===== src/rlsf_pkg.sv =====
package rlsf_pkg;

    // Axis count and derived address widths
    localparam int NUM_AXES  = 3;
    localparam int AXIS_W    = 2;
    localparam int ADDR_W    = (NUM_AXES > 1) ? $clog2(NUM_AXES) : 1;
    localparam int AX_EXT_W  = (ADDR_W > AXIS_W) ? ADDR_W : AXIS_W;
    localparam int AX_CMP_W  = AX_EXT_W + 1;

    // Field widths
    localparam int POS_W     = 16;
    localparam int VEL_W     = 17;
    localparam int STAT_W    = 2;
    localparam int CFG_W     = 16;
    localparam int CFG_IDX_W = 3;

    // Stream payload layout, lowest bit first
    localparam int IN_TDATA_W   = 40;
    localparam int IN_AXIS_LSB  = 0;
    localparam int IN_TGT_LSB   = 2;
    localparam int IN_LIM_LSB   = 18;
    localparam int OUT_TDATA_W  = 40;
    localparam int OUT_AXIS_LSB = 0;
    localparam int OUT_POS_LSB  = 2;
    localparam int OUT_VEL_LSB  = 18;
    localparam int OUT_STAT_LSB = 35;

    // Memory entry: velocity above position
    localparam int ENTRY_W = POS_W + VEL_W;

    // Result status codes
    typedef enum logic [STAT_W-1:0] {
        ST_SNAP  = 2'd0,
        ST_TRACK = 2'd1,
        ST_ACCEL = 2'd2
    } status_t;

    // Configuration register indexes
    typedef enum logic [CFG_IDX_W-1:0] {
        CFG_SPEED_GAIN    = 3'd0,
        CFG_MIN_DISP      = 3'd1,
        CFG_MIN_VEL       = 3'd2,
        CFG_MAX_VEL_STEP  = 3'd3,
        CFG_MIN_VEL_STEP  = 3'd4,
        CFG_STEP_TIME     = 3'd5
    } cfg_idx_t;

    // Configuration reset values
    localparam logic [CFG_W-1:0] RST_SPEED_GAIN   = 16'd2560;
    localparam logic [CFG_W-1:0] RST_MIN_DISP     = 16'd51;
    localparam logic [CFG_W-1:0] RST_MIN_VEL      = 16'd128;
    localparam logic [CFG_W-1:0] RST_MAX_VEL_STEP = 16'd1024;
    localparam logic [CFG_W-1:0] RST_MIN_VEL_STEP = 16'd3;
    localparam logic [CFG_W-1:0] RST_STEP_TIME    = 16'd1311;

endpackage


===== src/rate_limited_setpoint_follower_core.sv =====
// Channel   Dir  Beat contents (lowest bit first)
// s_axis    in   axis[1:0], target[17:2], speed_limit[33:18], zero pad to 40
// m_axis    out  axis_out[1:0], position[17:2], velocity[34:18], status[36:35], pad
// cfg       in   cfg_we / cfg_addr / cfg_wdata, one register write per cycle
//
// Each input beat passes memory read, gain multiply, velocity limit,
// step-time multiply and write-back, in that order. The state memory and the two
// multiplies in series keep one beat in flight; a new beat is taken once write-back is done.
// Reset loads the configuration defaults and clears the FSM and the per-axis valid
// bits, so every axis reads as zero position and velocity until it is first written.
// A stalled m_axis holds the block in write-back; the input side waits meanwhile.
module rate_limited_setpoint_follower_core (
    input  logic                                clk,
    input  logic                                rst_n,
    // axis[1:0], target[17:2], speed_limit[33:18]
    input  logic [rlsf_pkg::IN_TDATA_W-1:0]     s_axis_tdata,
    input  logic                                s_axis_tvalid,
    output logic                                s_axis_tready,
    // axis_out[1:0], position[17:2], velocity[34:18], status[36:35]
    output logic [rlsf_pkg::OUT_TDATA_W-1:0]    m_axis_tdata,
    output logic                                m_axis_tvalid,
    input  logic                                m_axis_tready,
    input  logic                                cfg_we,
    input  logic [rlsf_pkg::CFG_IDX_W-1:0]      cfg_addr,
    input  logic [rlsf_pkg::CFG_W-1:0]          cfg_wdata
);
    import rlsf_pkg::*;

    typedef enum logic [4:0] {
        S_IDLE = 5'b00001,
        S_MUL1 = 5'b00010,
        S_VEL  = 5'b00100,
        S_MUL2 = 5'b01000,
        S_WB   = 5'b10000
    } state_t;

    state_t state_reg, state_next;

    // Configuration registers
    logic [CFG_W-1:0] speed_gain_reg, min_disp_reg, min_vel_reg;
    logic [CFG_W-1:0] max_vel_step_reg, min_vel_step_reg, step_time_reg;

    // Input capture
    logic                    in_accept;
    logic [AXIS_W-1:0]       in_axis;
    logic [AX_EXT_W-1:0]     in_axis_ext;
    logic                    in_range;
    logic [AXIS_W-1:0]       axis_reg;
    logic                    in_range_reg;
    logic signed [POS_W-1:0] target_reg;
    logic [CFG_W-1:0]        limit_reg;
    logic [ADDR_W-1:0]       rd_addr;
    logic [ADDR_W-1:0]       addr_reg;

    // State memory and valid bits
    logic [ENTRY_W-1:0]      mem [NUM_AXES];
    logic [ENTRY_W-1:0]      rd_data_reg;
    logic                    rd_valid_reg;
    logic [NUM_AXES-1:0]     valid_reg;
    logic                    mem_we;
    logic [ENTRY_W-1:0]      wr_data;

    // Pipeline registers
    logic signed [POS_W-1:0] pos_old;
    logic signed [VEL_W-1:0] vel_old;
    logic signed [POS_W-1:0] pos_reg;
    logic signed [VEL_W-1:0] vold_reg;
    logic                    snap_reg;
    logic                    disp_neg_reg;
    logic [31:0]             prod1_reg;
    logic signed [VEL_W-1:0] vnew_reg;
    status_t                 status_reg;
    logic signed [17:0]      sum_reg;
    logic signed [34:0]      prod2_reg;

    // Stage logic
    logic signed [16:0]      disp;
    logic [16:0]             abs_disp_w;
    logic [15:0]             abs_disp;
    logic                    snap;
    logic [23:0]             mag_raw;
    logic [15:0]             mag;
    logic signed [17:0]      wanted;
    logic signed [17:0]      vold_ext;
    logic signed [17:0]      dv;
    logic [17:0]             abs_dv;
    logic signed [17:0]      max_step_s;
    logic signed [17:0]      vnew_w;
    status_t                 status_w;
    logic signed [34:0]      rounded;
    logic signed [17:0]      delta;
    logic signed [18:0]      pnew_wide;
    logic signed [POS_W-1:0] pnew;
    logic                    commit;

    // Output register
    logic [OUT_TDATA_W-1:0]  out_data_reg, out_data_next;
    logic                    out_valid_reg, out_valid_next;

    assign s_axis_tready = state_reg[0];
    assign in_accept     = s_axis_tvalid & s_axis_tready;
    assign in_axis       = s_axis_tdata[IN_AXIS_LSB +: AXIS_W];
    assign in_axis_ext   = AX_EXT_W'(in_axis);
    assign rd_addr       = in_axis_ext[ADDR_W-1:0];
    assign in_range      = (AX_CMP_W'(in_axis) < AX_CMP_W'(NUM_AXES));

    // Configuration writes; unknown indexes are dropped
    always_ff @(posedge clk or negedge rst_n)
    begin
        if (!rst_n)
        begin
            speed_gain_reg   <= RST_SPEED_GAIN;
            min_disp_reg     <= RST_MIN_DISP;
            min_vel_reg      <= RST_MIN_VEL;
            max_vel_step_reg <= RST_MAX_VEL_STEP;
            min_vel_step_reg <= RST_MIN_VEL_STEP;
            step_time_reg    <= RST_STEP_TIME;
        end
        else if (cfg_we)
        begin
            case (cfg_addr)
                CFG_SPEED_GAIN:   speed_gain_reg   <= cfg_wdata;
                CFG_MIN_DISP:     min_disp_reg     <= cfg_wdata;
                CFG_MIN_VEL:      min_vel_reg      <= cfg_wdata;
                CFG_MAX_VEL_STEP: max_vel_step_reg <= cfg_wdata;
                CFG_MIN_VEL_STEP: min_vel_step_reg <= cfg_wdata;
                CFG_STEP_TIME:    step_time_reg    <= cfg_wdata;
                default:          ;
            endcase
        end
    end

    // State memory: read on accept, write on commit
    always_ff @(posedge clk)
    begin
        if (mem_we)
        begin
            mem[addr_reg] <= wr_data;
        end
        if (in_accept && in_range)
        begin
            rd_data_reg <= mem[rd_addr];
        end
    end

    // Valid bits: an unwritten axis reads as zero
    always_ff @(posedge clk or negedge rst_n)
    begin
        if (!rst_n)
        begin
            valid_reg    <= '0;
            rd_valid_reg <= 1'b0;
        end
        else
        begin
            if (mem_we)
            begin
                valid_reg[addr_reg] <= 1'b1;
            end
            if (in_accept)
            begin
                rd_valid_reg <= in_range && valid_reg[rd_addr];
            end
        end
    end

    assign pos_old = rd_valid_reg ? $signed(rd_data_reg[POS_W-1:0]) : '0;
    assign vel_old = rd_valid_reg ? $signed(rd_data_reg[ENTRY_W-1:POS_W]) : '0;

    // Stage 1: displacement and gain product
    always_comb
    begin
        disp       = {target_reg[POS_W-1], target_reg} - {pos_old[POS_W-1], pos_old};
        abs_disp_w = disp[16] ? 17'(-disp) : 17'(disp);
        abs_disp   = abs_disp_w[15:0];
        snap       = abs_disp_w < {1'b0, min_disp_reg};
    end

    // Stage 2: wanted velocity, velocity step limit, velocity sum
    always_comb
    begin
        mag_raw = prod1_reg[31:8];
        if (mag_raw < 24'(min_vel_reg))
        begin
            mag = '0;
        end
        else if (mag_raw > 24'(limit_reg))
        begin
            mag = limit_reg;
        end
        else
        begin
            mag = mag_raw[15:0];
        end
        wanted     = disp_neg_reg ? -$signed({2'b00, mag}) : $signed({2'b00, mag});
        vold_ext   = 18'(vold_reg);
        dv         = wanted - vold_ext;
        abs_dv     = dv[17] ? 18'(-dv) : 18'(dv);
        max_step_s = $signed({2'b00, max_vel_step_reg});
        status_w   = ST_TRACK;
        priority if (snap_reg)
        begin
            vnew_w   = '0;
            status_w = ST_SNAP;
        end
        else if (abs_dv < {2'b00, min_vel_step_reg})
        begin
            vnew_w = vold_ext;
        end
        else if (dv > max_step_s)
        begin
            vnew_w   = vold_ext + max_step_s;
            status_w = ST_ACCEL;
        end
        else if (dv < -max_step_s)
        begin
            vnew_w   = vold_ext - max_step_s;
            status_w = ST_ACCEL;
        end
        else
        begin
            vnew_w = wanted;
        end
    end

    // Stage 4: rounded position step and saturation
    always_comb
    begin
        rounded   = prod2_reg + 35'sd65536;
        delta     = rounded[34:17];
        pnew_wide = 19'(pos_reg) + 19'(delta);
        if (snap_reg)
        begin
            pnew = target_reg;
        end
        else if (pnew_wide > 19'sd32767)
        begin
            pnew = 16'sh7FFF;
        end
        else if (pnew_wide < -19'sd32768)
        begin
            pnew = 16'sh8000;
        end
        else
        begin
            pnew = pnew_wide[POS_W-1:0];
        end
    end

    assign commit  = state_reg[4] && (!out_valid_reg || m_axis_tready);
    assign mem_we  = commit && in_range_reg;
    assign wr_data = {vnew_reg, pnew};

    // FSM next state
    always_comb
    begin
        state_next = state_reg;
        unique case (state_reg)
            S_IDLE: if (in_accept) state_next = S_MUL1;
            S_MUL1: state_next = S_VEL;
            S_VEL:  state_next = S_MUL2;
            S_MUL2: state_next = S_WB;
            S_WB:   if (commit) state_next = S_IDLE;
            default: state_next = S_IDLE;
        endcase
    end

    always_ff @(posedge clk or negedge rst_n)
    begin
        if (!rst_n)
        begin
            state_reg <= S_IDLE;
        end
        else
        begin
            state_reg <= state_next;
        end
    end

    // Datapath registers
    always_ff @(posedge clk)
    begin
        if (in_accept)
        begin
            axis_reg     <= in_axis;
            addr_reg     <= rd_addr;
            in_range_reg <= in_range;
            target_reg   <= $signed(s_axis_tdata[IN_TGT_LSB +: POS_W]);
            limit_reg    <= s_axis_tdata[IN_LIM_LSB +: CFG_W];
        end
        if (state_reg[1])
        begin
            pos_reg      <= pos_old;
            vold_reg     <= vel_old;
            snap_reg     <= snap;
            disp_neg_reg <= disp[16];
            prod1_reg    <= 32'(speed_gain_reg) * 32'(abs_disp);
        end
        if (state_reg[2])
        begin
            vnew_reg   <= vnew_w[VEL_W-1:0];
            status_reg <= status_w;
            sum_reg    <= vold_ext + vnew_w;
        end
        if (state_reg[3])
        begin
            prod2_reg <= 35'(sum_reg) * 35'($signed({1'b0, step_time_reg}));
        end
    end

    // Output beat register
    always_comb
    begin
        out_data_next  = out_data_reg;
        out_valid_next = out_valid_reg;
        if (m_axis_tready)
        begin
            out_valid_next = 1'b0;
        end
        if (commit)
        begin
            out_valid_next = 1'b1;
            out_data_next  = '0;
            out_data_next[OUT_AXIS_LSB +: AXIS_W] = axis_reg;
            if (in_range_reg)
            begin
                out_data_next[OUT_POS_LSB +: POS_W]   = pnew;
                out_data_next[OUT_VEL_LSB +: VEL_W]   = vnew_reg;
                out_data_next[OUT_STAT_LSB +: STAT_W] = status_reg;
            end
        end
    end

    always_ff @(posedge clk or negedge rst_n)
    begin
        if (!rst_n)
        begin
            out_valid_reg <= 1'b0;
        end
        else
        begin
            out_valid_reg <= out_valid_next;
        end
    end

    always_ff @(posedge clk)
    begin
        out_data_reg <= out_data_next;
    end

    assign m_axis_tvalid = out_valid_reg;
    assign m_axis_tdata  = out_data_reg;

endmodule


===== config.mk =====
export PLATFORM = sky130hd
export DESIGN_NAME = rate_limited_setpoint_follower_core
export DESIGN_NICKNAME = d
export VERILOG_FILES = /design/src/rlsf_pkg.sv /design/src/rate_limited_setpoint_follower_core.sv
export SDC_FILE = /design/constraint.sdc
export NUM_CORES = 2
export LEC_CHECK = 0
export BUFFER_PORTS_ARGS = -buffer_cell sky130_fd_sc_hd__buf_2
export CAP_MARGIN = 15
export CORE_MARGIN = 2
export CORE_UTILIZATION = 40
export DETAILED_ROUTE_END_ITERATION = 7
export MAX_ROUTING_LAYER = met4
export SYNTH_ARGS = -nofsm -noshare
export SYNTH_HDL_FRONTEND = slang
export SYNTH_SLANG_ARGS = --single-unit

===== constraint.sdc =====
create_clock -name clk -period 12.3 [get_ports clk]
set_clock_uncertainty 0.2 [all_clocks]
set_input_delay 1.23 -clock clk [delete_from_list [all_inputs] [get_ports clk]]
set_output_delay 1.23 -clock clk [all_outputs]
set_load 0.01 [all_outputs]

==> metrics <==
CP Launch Type=register; htree depth=2; max-slew violations=0; max reg flops=99; Clock Latency Late Sink=0.65 ns; vias per cell=5.22; hold depth=1; worst flop-to-flop path endpoint=sum_reg[16]; final setup TNS=0 ns; EDFF count, synth=319; layout cell share with drive strength beyond 1=8.44%; R2R Path Start=prod1_reg[12]; vias in the first global route=31,503; CP Depth=46; CP max-delay cell=or4_4; asr flop ratio synth=24.9%; WP data arrival=11.65 ns; die area=110,000 um2; register area share after synthesis=28.5%; CP top delay family=compound AO/OA/AOI/OAI gates; slowest stage delay, CP=0.52 ns; initial DRC count=2,171; largest net degree at the start of global routing=72; commonest non-fill, non-tap cell in the layout=inv_1; diode count=0; initial antenna violation count=3; Detail Placement HPWL=86.5 mm; Die Y=332 um; most used cell, CP=ha_1; TritonCTS Sinks=425; kind of critical path=register to register; row count=120; Setup crit end kind=register; DR pass1 iterations=5; status=completed; clock buffer depth=3; Mapped Cells=4,351; CTS Buf Count=50; I/O Pins=106; Synth-to-Final Area Change=8.95%; core area=107,000 um2; DRT antenna net count=0; Congestion Overflow GR=0; Synth Area per Inst=9.89 um2; die width=332 um; Initial Utilization=40.2%; count of final hold-check violations=0; wire length per cell=19.7 um; hold-fix buffer count after cts=0; Setup violations, final=0; Yosys cell types=93; Reg clk slew, reported paths=0.06 ns; Reg2Reg Depth=46; WP buf/inv=2; WL final=115 mm; Root Driver=clkbuf_16; maximum capacitance violations=0; most frequent cells in the layout=inv_1 (715), nand2_1 (545), fa_1 (490), ha_1 (385), edfxtp_1 (319); worst-path maximum fanout=10; minimum clock period=11.45 ns; measured slew at the worst slew-check pin=1.07 ns; Tcrit/Tclk final=93.1%; RSZ-0062 raised after global routing=false; #FFs+latches synth=425; Final #Nets=5,353; ys flop type=edfxtp_1; CTS tree=built; Worst EP required=12.49 ns; vias after detailed routing=30,596; Max transition margin=28.4%; drt drc=0; WHS Endpoint=valid_reg[0]; Warnings, synthesis=0; GR Util All Layers=21.9%; Final GP Congestion=0.913; flop2flop setup slack=0.85 ns; Cell Area, Synth=43,000 um2; IO Port Bufs=96; Hold WC Path Type=register to register; worst hold path startpoint=valid_reg[0]; first-pass GRT wire length=182 mm; fmax=0.0873 GHz
-- layout make-up --
type                    instances  area (um2)
inverters                     719        2700
clock inverters                33         347
clock buffers                  59        1290
fillers                     10311       60000
flip-flops and latches        425       12300
well taps                    1403        1760
repair buffers                161         975
multi-input cells            3057       27500
-- cell usage after synthesis, drive strengths merged (20+ instances only) --
library cell,number,share of area (%)
a211oi,32,0.61
a21o,53,0.92
a21oi,163,1.9
a31oi,23,0.33
and2,222,3.2
buf,20,0.26
clkbuf,132,1.2
dfrtp,88,5.1
edfxtp,319,22
fa,490,23
ha,385,11
inv,718,6.3
mux2,56,1.5
mux2i,44,1.0
nand2,545,4.8
nand2b,48,0.70
nand3,40,0.47
nand4,21,0.31
nor2,147,1.3
nor2b,80,1.2
nor3,58,0.67
nor4,21,0.35
o21a,23,0.40
o21ai,188,2.2
or3,22,0.34
xnor2,113,2.3
xor2,51,1.0
-- metrics by stage --
step	setup slack, ns	util, %	cell area (um2)	std cells	hold slack, ns
final	0.847	43.8	46900	5857	0.271
after global routing	0.00672	43.8	46900	5857	0.285
after CTS	0.432	43.8	46900	5857	0.271
after detailed placement	0.511	42.3	45200	5765	0.257
after global placement	0.747	42.3	45200	5765	0.251
after floorplan	0.954	-	43000	4353	0.239
-- kinds of logic after synthesis --
kind of cell             Yosys count  share of synthesized area (%)
multiplexers                     100                           2.49
AO/OA/AOI/OAI                    635                           9.38
XOR/XNOR                         164                           3.34
buffers and inverters            871                           7.69
flip-flops                       425                           28.5
other                              1                        0.00872
adder cells (fa/ha/maj)          875                           34.0
AND/OR/NAND/NOR                 1280                           14.6
-- per-layer routing --
metal / GRT usage, % / vias to the layer above / wire [um]
li1: - / 14377 / -
met1: 28.3 / 15253 / 49600
met2: 34.8 / 778 / 54100
met3: 3.62 / 188 / 6960
met4: 7.95 / 0 / 4560
met5: - / - / 0
-- worst max path at each step --
stage,from,endpoint,slack [ns]
after floorplan,prod1_reg[22],sum_reg[16],0.95
after global placement,prod1_reg[22],sum_reg[16],0.75
after detailed placement,prod1_reg[12],sum_reg[16],0.51
after CTS,prod1_reg[12],sum_reg[16],0.43
after global routing,prod1_reg[12],sum_reg[16],0.007
final,prod1_reg[12],sum_reg[16],0.85
-- what timing repair did --
action,CTS,global route
gates resized for setup,0,8
buffers inserted,0,0
endpoints found under the setup margin,0,6
Power is left out: the tool's default activity adds up to more than one toggle a clock period on the data nets, which glitch-free logic cannot reach.
